--- src/rtl/core/gamepad_report_byte_decoder_core_defines.svh ---
// Assertion macros for the gamepad report byte decoder core.
// Depends on nothing; files that check themselves include it by bare name.
`ifndef GAMEPAD_REPORT_BYTE_DECODER_CORE_DEFINES_SVH
`define GAMEPAD_REPORT_BYTE_DECODER_CORE_DEFINES_SVH
`ifndef SYNTHESIS
// Checked on every rising edge outside reset.
`define GPRBD_ASSERT(label, prop, msg) \
    label: assert property (@(posedge clk) disable iff (!rst_n) prop) else $error(msg);
// Checked on every rising edge, reset included.
`define GPRBD_ASSERT_ALWAYS(label, prop, msg) \
    label: assert property (@(posedge clk) prop) else $error(msg);
`else
`define GPRBD_ASSERT(label, prop, msg)
`define GPRBD_ASSERT_ALWAYS(label, prop, msg)
`endif
`endif

--- src/rtl/core/gprbd_pkg.sv ---
// Shared codes and the hat lookup for the gamepad report byte decoder.
// No dependencies.
package gprbd_pkg;

    localparam logic [1:0] PH_INIT  = 2'd0;
    localparam logic [1:0] PH_HDR   = 2'd1;
    localparam logic [1:0] PH_BTN0  = 2'd2;
    localparam logic [1:0] PH_FINAL = 2'd3;

    localparam logic [1:0] ST_PENDING  = 2'd0;
    localparam logic [1:0] ST_ACCEPTED = 2'd1;
    localparam logic [1:0] ST_REJECTED = 2'd2;

    localparam logic [7:0] BYTE_HEADER = 8'h80;
    localparam logic [7:0] BYTE_HOME   = 8'h40;
    localparam logic [7:0] BYTE_RELALL = 8'h80;
    localparam logic [7:0] BYTE_FILLER = 8'hFF;

    localparam logic [3:0] HAT_NEUTRAL = 4'd0;
    localparam logic [3:0] HAT_MAX     = 4'd8;

    // Direction bits are {up, right, down, left}. Only single directions and
    // adjacent pairs map to a hat code; anything else is neutral.
    function automatic logic [3:0] hat_of_dirs(input logic [3:0] dirs);
        logic [3:0] hat;
        case (dirs)
            4'b1000: hat = 4'd1;
            4'b1100: hat = 4'd2;
            4'b0100: hat = 4'd3;
            4'b0110: hat = 4'd4;
            4'b0010: hat = 4'd5;
            4'b0011: hat = 4'd6;
            4'b0001: hat = 4'd7;
            4'b1001: hat = 4'd8;
            default: hat = HAT_NEUTRAL;
        endcase
        return hat;
    endfunction

endpackage

--- src/rtl/core/gamepad_report_byte_decoder_core.sv ---
// Gamepad report byte decoder: frames a byte stream into reports and holds buttons.
// The result beat of an accepted input beat is registered and offered in the cycle after it.
// Throughput: one beat per cycle unless the output stalls; framing step and decode
// fit between input port and the single result register, held state as feedback.
// Reset (rst_n low, asynchronous) returns the parser to its initial phase,
// releases every button, centers the hat and empties the result register.
`include "gamepad_report_byte_decoder_core_defines.svh"

module gamepad_report_byte_decoder_core
(
    input  logic        clk,
    input  logic        rst_n,
    // Input stream: one received byte per beat.
    input  logic        s_axis_tvalid,
    output logic        s_axis_tready,
    input  logic [7:0]  s_axis_tdata,   // [7:0] data_byte
    input  logic [0:0]  s_axis_tuser,   // [0] action (1 = restart framing)
    // Result stream: one result per input beat.
    output logic        m_axis_tvalid,
    input  logic        m_axis_tready,
    output logic [15:0] m_axis_tdata,   // [7:0] buttons, [8] home_pressed, [12:9] hat
    output logic [1:0]  m_axis_tuser    // [1:0] status
);
    import gprbd_pkg::*;

    // Parser phase and held decoded state. The held state is also the result
    // payload, since a result always shows the state after its step.
    logic [1:0] phase_reg, phase_next;
    logic [7:0] first_byte_reg, first_byte_next;
    logic [7:0] held_buttons_reg, held_buttons_next;
    logic       held_home_reg, held_home_next;
    logic [3:0] held_hat_reg, held_hat_next;

    // Result register: valid flag and status code.
    logic       out_valid_reg, out_valid_next;
    logic [1:0] status_reg, status_next;

    logic       in_fire;
    logic       action;
    logic [7:0] data_byte;

    // Report decode terms for the second button byte arriving now.
    logic [5:0] lo_bits;
    logic [1:0] hi_bits;
    logic [3:0] dirs;

    // The result register frees up in the same cycle its beat is taken, so a
    // new beat can enter every cycle while the downstream side keeps pace.
    assign s_axis_tready = !out_valid_reg || m_axis_tready;
    assign in_fire       = s_axis_tvalid && s_axis_tready;
    assign action        = s_axis_tuser[0];
    assign data_byte     = s_axis_tdata;

    // A button byte equal to the release-all code clears its whole group.
    always_comb
    begin
        lo_bits = 6'd0;
        hi_bits = 2'd0;
        dirs    = 4'd0;
        if (first_byte_reg != BYTE_RELALL)
        begin
            lo_bits = first_byte_reg[5:0];
        end
        if (data_byte != BYTE_RELALL)
        begin
            hi_bits = data_byte[1:0];
            // {up, right, down, left} from byte bits 4, 3, 5, 2.
            dirs    = {data_byte[4], data_byte[3], data_byte[5], data_byte[2]};
        end
    end

    // Framing step for one beat.
    always_comb
    begin
        phase_next        = phase_reg;
        first_byte_next   = first_byte_reg;
        held_buttons_next = held_buttons_reg;
        held_home_next    = held_home_reg;
        held_hat_next     = held_hat_reg;
        status_next       = status_reg;
        out_valid_next    = out_valid_reg;

        if (m_axis_tready)
        begin
            out_valid_next = 1'b0;
        end

        if (in_fire)
        begin
            out_valid_next = 1'b1;
            status_next    = ST_REJECTED;
            if (action)
            begin
                // Restart keeps the held state and only rewinds the parser.
                phase_next  = PH_INIT;
                status_next = ST_PENDING;
            end
            else
            begin
                case (phase_reg)
                    PH_INIT:
                    begin
                        if (data_byte == BYTE_HOME)
                        begin
                            // A lone home byte is a whole report.
                            held_home_next = 1'b1;
                            phase_next     = PH_FINAL;
                            status_next    = ST_ACCEPTED;
                        end
                        else if (data_byte == BYTE_HEADER)
                        begin
                            phase_next  = PH_HDR;
                            status_next = ST_PENDING;
                        end
                        else
                        begin
                            phase_next  = PH_FINAL;
                            status_next = ST_REJECTED;
                        end
                    end
                    PH_HDR:
                    begin
                        if (data_byte != BYTE_FILLER)
                        begin
                            first_byte_next = data_byte;
                            phase_next      = PH_BTN0;
                        end
                        status_next = ST_PENDING;
                    end
                    PH_BTN0:
                    begin
                        if (data_byte != BYTE_FILLER)
                        begin
                            held_buttons_next = {hi_bits, lo_bits};
                            held_home_next    = 1'b0;
                            held_hat_next     = hat_of_dirs(dirs);
                            phase_next        = PH_FINAL;
                            status_next       = ST_ACCEPTED;
                        end
                        else
                        begin
                            status_next = ST_PENDING;
                        end
                    end
                    default:
                    begin
                        // Once a report is done or a byte was refused, every
                        // data byte is refused until a restart.
                        phase_next  = PH_FINAL;
                        status_next = ST_REJECTED;
                    end
                endcase
            end
        end
    end

    always_ff @(posedge clk or negedge rst_n)
    begin
        if (!rst_n)
        begin
            phase_reg        <= PH_INIT;
            held_buttons_reg <= 8'd0;
            held_home_reg    <= 1'b0;
            held_hat_reg     <= HAT_NEUTRAL;
            out_valid_reg    <= 1'b0;
        end
        else
        begin
            phase_reg        <= phase_next;
            held_buttons_reg <= held_buttons_next;
            held_home_reg    <= held_home_next;
            held_hat_reg     <= held_hat_next;
            out_valid_reg    <= out_valid_next;
        end
    end

    // The stored first button byte and the status code are payload only.
    always_ff @(posedge clk)
    begin
        first_byte_reg <= first_byte_next;
        status_reg     <= status_next;
    end

    assign m_axis_tvalid = out_valid_reg;
    assign m_axis_tuser  = status_reg;
    assign m_axis_tdata  = {3'd0, held_hat_reg, held_home_reg, held_buttons_reg};

    // A beat that ends or refuses a report leaves the parser in its final phase.
    `GPRBD_ASSERT(a_done_goes_final, (in_fire && !action && status_next != ST_PENDING) |=> (phase_reg == PH_FINAL), "report end or reject did not reach the final phase")
    // In the final phase every data byte is refused.
    `GPRBD_ASSERT(a_final_rejects, (in_fire && !action && phase_reg == PH_FINAL) |=> (m_axis_tvalid && m_axis_tuser == ST_REJECTED), "data byte in final phase was not rejected")
    // The held state only moves on an accepted report.
    `GPRBD_ASSERT(a_held_moves_on_accept, (!$stable(m_axis_tdata)) |-> (m_axis_tvalid && m_axis_tuser == ST_ACCEPTED), "held state changed without an accepted report")
    // The hat never leaves its code range.
    `GPRBD_ASSERT(a_hat_range, held_hat_reg <= HAT_MAX, "hat code out of range")

endmodule
--- config.mk ---
export PLATFORM = sky130hd
export DESIGN_NAME = gamepad_report_byte_decoder_core
export DESIGN_NICKNAME = d
export VERILOG_FILES = /design/src/rtl/core/gprbd_pkg.sv /design/src/rtl/core/gamepad_report_byte_decoder_core.sv
export VERILOG_INCLUDE_DIRS = /design/src /design/src/rtl/core
export SDC_FILE = /design/constraint.sdc
export NUM_CORES = 1
export LEC_CHECK = 0
export BUFFER_PORTS_ARGS = -buffer_cell sky130_fd_sc_hd__buf_2
export CAP_MARGIN = 20
export CORE_MARGIN = 3
export CORE_UTILIZATION = 40
export DETAILED_ROUTE_END_ITERATION = 8
export HOLD_SLACK_MARGIN = 0.05
export PLACE_DENSITY = 0.72
export SYNTH_ARGS = -nofsm -noshare
export SYNTH_HDL_FRONTEND = slang
export SYNTH_SLANG_ARGS = --single-unit
--- constraint.sdc ---
create_clock -name clk -period 4.45 [get_ports clk]
set_clock_uncertainty 0.2 [all_clocks]
set_input_delay 0.445 -clock clk [delete_from_list [all_inputs] [get_ports clk]]
set_output_delay 0.445 -clock clk [all_outputs]
set_load 0.05 [all_outputs]
==> key figures, run 1 <==
Final layout
  – Area growth from synthesis to layout: 14.31%
  – Layout cells sized above 1: 0.3893
  – # nets final: 151
  – Fill cells: 271
  – Max reg flops: 8
  – N_diodes: 0

Yosys
  – Synth warn: 0
  – Largest area contributor in the netlist: dfrtp_1
  – Synthesized area: 1276 sq um
  – EDFF count, synth: 8
  – FF+latch count, synth: 24
  – Yosys top cell area share: 0.3137
  – Sequential share of the synthesized area: 0.5020
  – Distinct cells, synth: 34
  – Syn_area_per_cell: 12.27 sq um
  – Asr flop ratio synth: 0.6667
  – Top post-synthesis cells by area: dfrtp_1 (31%), edfxtp_1 (19%), mux2_2 (6.2%)
  – Count leader, synth: dfrtp_1
  – Post-Synthesis Cells: 104
  – Top post-synthesis cells by count: dfrtp_1 (16), edfxtp_1 (8), nand2_1 (8)
  – Dominant synthesized flop cell: dfrtp_1

Clock network
  – Clock Pin Slew Worst Setup and Hold Paths: 120 ps
  – Post_cts resized: 0
  – CTS buffer count: 3
  – Root Buffer: clkbuf_4
  – CTS H-tree depth: 1
  – Clk sinks: 24
  – Clock Tree Buf Depth: 2
  – TritonCTS clock tree: yes
  – Clk Latency, worst-skew pair: 300 ps

Placement
  – Port Buffers: 29
  – DP Wirelength: 1905 microns
  – Routability cong.: 0.9971

Global route
  – Largest net degree at the start of global routing: 17
  – GRT overflow: 0
  – Initial antenna violation count: 0
  – Vias in the first global route: 888
  – Gr usage total: 0.1310
  – Global-route wire length before repair: 4091 microns

STA
  – RSZ-0062 raised after global routing: no
  – Rel. slew slack: 0.5013
  – Final period util: 0.4522
  – Max Transition Viols Final: 0
  – Crit path time final: 2012 ps
  – Max frequency: 0.4969 GHz
  – Setup tns final: 0 ps
  – Final setup vio count: 0
  – Slew @ Worst Pin: 746.4 ps
  – Hold Vio Cnt, Final: 0

Detailed routing
  – Via/cell ratio: 4.931
  – Antenna violation net count after detailed routing: 0
  – DRC: 0
  – WL final: 2353 microns
  – TritonRoute pass-1 iters: 4
  – WL/cell: 13.60 microns
  – Vias: 853
  – First DRT Iteration DRCs: 10

Power
  – Power per cell area: 486.6 nW/um^2
  – Leak pwr: 0.6655 nW
  – VDD IR-drop max: 0.1724 mV
  – Total chip power: 0.7099 mW

Die
  – Total core area: 2900 sq um
  – # IOs: 33
  – Chip Width: 62.49 microns
  – Initial Utilization: 0.4400
  – Std cell rows: 19
  – Chip height: 62.49 microns
  – Die ar.: 3904 sq um

Setup path
  – CP Data Required Time: 4200 ps
  – Startpoint Class: flip-flop
  – Worst Path Max Fanout: 6
  – Crit end category: flip-flop
  – CP Data Arrival Time: 1760 ps
  – WS Path Type: reg -> reg

Outcome
  – Status: finished clean

Min path
  – Worst hold path type: in -> reg

Flow run
  – Max_cap viols: 0
-- worst paths after layout --
| kind | slack (ps) | to | start | cells past startpoint |
|---|---|---|---|---|
| setup / recovery | 2440 | first_byte_reg[3]$_DFFE_PP_ | m_axis_tvalid$_DFFE_PN0P_ | 3 |
| hold / removal | 170 | m_axis_tvalid$_DFFE_PN0P_ | s_axis_tvalid | 2 |
| setup reg to reg | 2440 | first_byte_reg[3]$_DFFE_PP_ | m_axis_tvalid$_DFFE_PN0P_ | 3 |
| hold reg to reg | 290 | held_buttons_reg[0]$_DFFE_PN0P_ | first_byte_reg[0]$_DFFE_PP_ | 1 |
| max in group asynchronous | 3390 | held_buttons_reg[1]$_DFFE_PN0P_ | rst_n | 2 |
| min in group asynchronous | 390 | held_hat_reg[1]$_DFFE_PN0P_ | rst_n | 2 |
-- where the power goes --
group	switching [mW]	internal (mW)
sequential	0.0215	0.273
combinational	0.223	0.0812
clock	0.0611	0.0499
-- layer usage --
| metal | part of all wire | GRT usage | up-vias |
|---|---|---|---|
| met2 | 0.53 | 0.2423 | 27 |
| li1 | - | - | 423 |
| met4 | 0.022 | 0.07163 | 0 |
| met5 | 0 | 0 | - |
| met3 | 0.044 | 0.01799 | 4 |
| met1 | 0.41 | 0.1425 | 399 |
-- layout make-up --
class,count,area (sq um),share of cell area
Clock buffer,4,36.28,0.02487
Inverter,7,26.28,0.01801
Multi-Input combinational cell,66,548.0,0.3756
Sequential cell,24,640.6,0.4391
Tap cell,42,52.55,0.03602
Timing Repair Buffer,30,155.1,0.1063
-- cell families after synthesis --
| group | synth area share |
|---|---|
| flops | 0.5020 |
| compound gates | 0.1108 |
| other cells | 0.002938 |
| mux | 0.09314 |
| buf+inv | 0.07451 |
| xor+xnor | 0.006864 |
| fa+ha+maj | 0.05882 |
| simple gates | 0.1510 |
-- timing repair --
item	in CTS	in global routing
hold buffers	1	0
endpoints found under the hold margin	16	0
setup endpoints to repair	0	0
setup buffers	0	0
-- layout by cell type, fill, tap and decap left out, types with 3 or more instances in the layout --
cell type,instances
buf_2,29
dfrtp_1,16
nand2_1,8
edfxtp_1,8
inv_1,7
mux2_2,7
ha_1,6
nor2_1,4
nor3_1,3
a31oi_1,3
o21ai_0,3
a21oi_1,3
conb_1,3
clkbuf_4,3
-- worst max-delay path, stage by stage, from the launching register on --
cell and delay (ps):
dfrtp_1 390, nand2b_1 230, nand2_1 180, nor3b_1 650
-- metrics by stage --
step	worst slack [ps]	cells	hold WS, ps	cell area, sq um	util
after floorplan	2139	106	-50.59	1284	-
after global placement	2303	168	166.6	1413	0.4871
after detailed placement	2245	168	174.9	1413	0.4871
after CTS	2425	173	168.7	1459	0.5030
after global routing	2247	173	173.5	1459	0.5030
final	2438	173	173.9	1459	0.5030
Note: power is estimated with default switching activity, not from simulation.
==> inputs of run 2 (changes only) <==
==> constraint.sdc (replaced) <==
create_clock -name clk -period 1.9 [get_ports clk]
set_clock_uncertainty 0.2 [all_clocks]
set_input_delay 0.19 -clock clk [delete_from_list [all_inputs] [get_ports clk]]
set_output_delay 0.19 -clock clk [all_outputs]
set_load 0.05 [all_outputs]
==> key figures, run 2 (synthesis gave the netlist of run 1 again) <==
Outcome
  – Status: finished clean (unchanged)

Detailed routing
  – Vias: 952 (was 853)
  – Antenna violation net count after detailed routing: 0 (unchanged)
  – DRC: 0 (unchanged)
  – Via/cell ratio: 5.118 (was 4.931)
  – TritonRoute pass-1 iters: 4 (unchanged)
  – WL/cell: 14.30 microns (was 13.60 microns)
  – First DRT Iteration DRCs: 62 (was 10)
  – WL final: 2659 microns (was 2353 microns)

Min path
  – Worst hold path type: in -> reg (unchanged)

STA
  – Final setup vio count: 0 (unchanged)
  – Final period util: 0.9691
  – Max Transition Viols Final: 0 (unchanged)
  – RSZ-0062 raised after global routing: no (unchanged)
  – Setup tns final: 0 ps (unchanged)
  – Crit path time final: 1841 ps
  – Hold Vio Cnt, Final: 0 (unchanged)
  – Max frequency: 0.5431 GHz

Setup path
  – CP Data Required Time: 1920 ps (was 4200 ps)
  – CP Data Arrival Time: 1860 ps (was 1760 ps)
  – Startpoint Class: input port (was flip-flop)
  – WS Path Type: in -> reg (was reg -> reg)
  – Critical Path Max Stage Delay: 530 ps (was 650 ps)
  – Worst Path Max Fanout: 5 (was 6)
  – Crit end category: flip-flop (unchanged)
  – Crit-path cells: dlygate4sd3_1, buf_2, nor4_2, and2_1, nand4_1, a211o_1 (was nand2b_1, nand2_1, nor3b_1)
  – Slowest library cell on the worst path: dlygate4sd3_1 (was nor3b_1)

Global route
  – GRT overflow: 0 (unchanged)
  – Global-route wire length before repair: 4229 microns (was 4091 microns)
  – Initial antenna violation count: 0 (unchanged)
  – Vias in the first global route: 943 (was 888)
  – Largest net degree at the start of global routing: 17 (unchanged)
  – Gr usage total: 0.1362 (was 0.1310)

Die
  – Die ar.: 3904 sq um (unchanged)
  – Chip Width: 62.49 microns (unchanged)
  – # IOs: 33 (unchanged)
  – Chip height: 62.49 microns (unchanged)
  – Initial Utilization: 0.4400 (unchanged)
  – Total core area: 2900 sq um (unchanged)
  – Std cell rows: 19 (unchanged)

Final layout
  – Area growth from synthesis to layout: 27.26% (was 14.31%)
  – Design Area, Final: 1624 sq um (was 1459 sq um)
  – # nets final: 164 (was 151)
  – Commonest non-fill, non-tap cell in the layout: buf_2 (unchanged)
  – Max reg flops: 8 (unchanged)
  – Layout cells sized above 1: 0.4236 (was 0.3893)
  – N_diodes: 0 (unchanged)
  – Most frequent cells in the layout: buf_2 (29), dfrtp_1 (14), dlygate4sd3_1 (10) (was buf_2 (29), dfrtp_1 (16), nand2_1 (8), edfxtp_1 (8))

Clock network
  – CTS H-tree depth: 1 (unchanged)
  – Clk Latency, worst-skew pair: 320 ps (was 300 ps)
  – Clock Pin Slew Worst Setup and Hold Paths: 130 ps (was 120 ps)
  – Clock Tree Buf Depth: 2 (unchanged)
  – TritonCTS clock tree: yes (unchanged)
  – Clk sinks: 24 (unchanged)
  – Root Buffer: clkbuf_4 (unchanged)
  – CTS buffer count: 3 (unchanged)

Placement
  – Routability cong.: 0.9225 (was 0.9971)
  – Area after DPL: 1440 sq um (was 1413 sq um)
  – Port Buffers: 29 (unchanged)
  – DP Wirelength: 1761 microns (was 1905 microns)

Power
  – VDD IR-drop max: 0.3927 mV (was 0.1724 mV)
  – Leak pwr: 0.7235 nW (was 0.6655 nW)
  – Power per cell area: 1112 nW/um^2 (was 486.6 nW/um^2)

Flow run
  – Max_cap viols: 0 (unchanged)
## run 2: layout make-up
cell class / instances / area (sq um)
fill: 252 / 1276
tap: 42 / 52.55
clock buffer: 3 / 22.52
inverter: 7 / 26.28
multi-input combinational: 67 / 581.8
sequential: 24 / 643.1
timing repair buffer: 42 / 267.8
clock inverter: 1 / 30.03
## run 2: power breakdown
part / switching (mW) / internal, mW / leakage, nW
Sequential: 0.0543 / 0.641 / 0.269
Combinational: 0.528 / 0.212 / 0.426
Clock: 0.156 / 0.213 / 0.0279
## run 2: worst max-delay path, delay by kind of cell
kind,cells,cell delay (ps)
AOI/OAI and AO/OA,1,270
buffers and inverters,2,700
and+or+nand+nor,3,700
## run 2: layer usage
layer  share of wire  vias up  global-route usage
met3           0.051        5             0.01799
met2            0.55       44              0.2557
met4           0.018        0             0.06612
met5               0        -                   0
li1                -      447                   -
met1            0.38      456              0.1489
## run 2: stage by stage
step	hold WS (ps)	cells	utilization	worst slack, ps	power (mW)
2_1_floorplan	-305.6	106	-	68.85	1.272
3_3_place_gp	-82.16	170	0.4965	141.3	1.407
3_5_place_dp	-70.47	170	0.4965	65.20	1.422
4_1_cts	69.97	184	0.5492	11.28	1.809
5_1_grt	63.87	186	0.5600	3.517	1.896
6_report	70.53	186	0.5600	58.72	1.806
## run 2: final timing paths
kind,start,to,slack [ps],depth (start not counted)
setup / recovery,s_axis_tdata[2],phase_reg[1]$_DFFE_PN0P_,60,6
hold / removal,s_axis_tdata[3],held_hat_reg[1]$_DFFE_PN0P_,70,3
setup reg to reg,phase_reg[1]$_DFFE_PN0P_,phase_reg[1]$_DFFE_PN0P_,160,5
hold reg to reg,first_byte_reg[1]$_DFFE_PP_,held_buttons_reg[1]$_DFFE_PN0P_,290,1
max in group asynchronous,rst_n,phase_reg[0]$_DFFE_PN0P_,1140,2
min in group asynchronous,rst_n,held_buttons_reg[7]$_DFFE_PN0P_,90,2
## run 2: timing repair
| item | CTS | global route |
|---|---|---|
| buffers inserted | 0 | 1 |
| endpoints found under the setup margin | 0 | 11 |
| resized for setup | 0 | 4 |
| endpoints found under the hold margin | 29 | 0 |
| hold buffers | 10 | 0 |
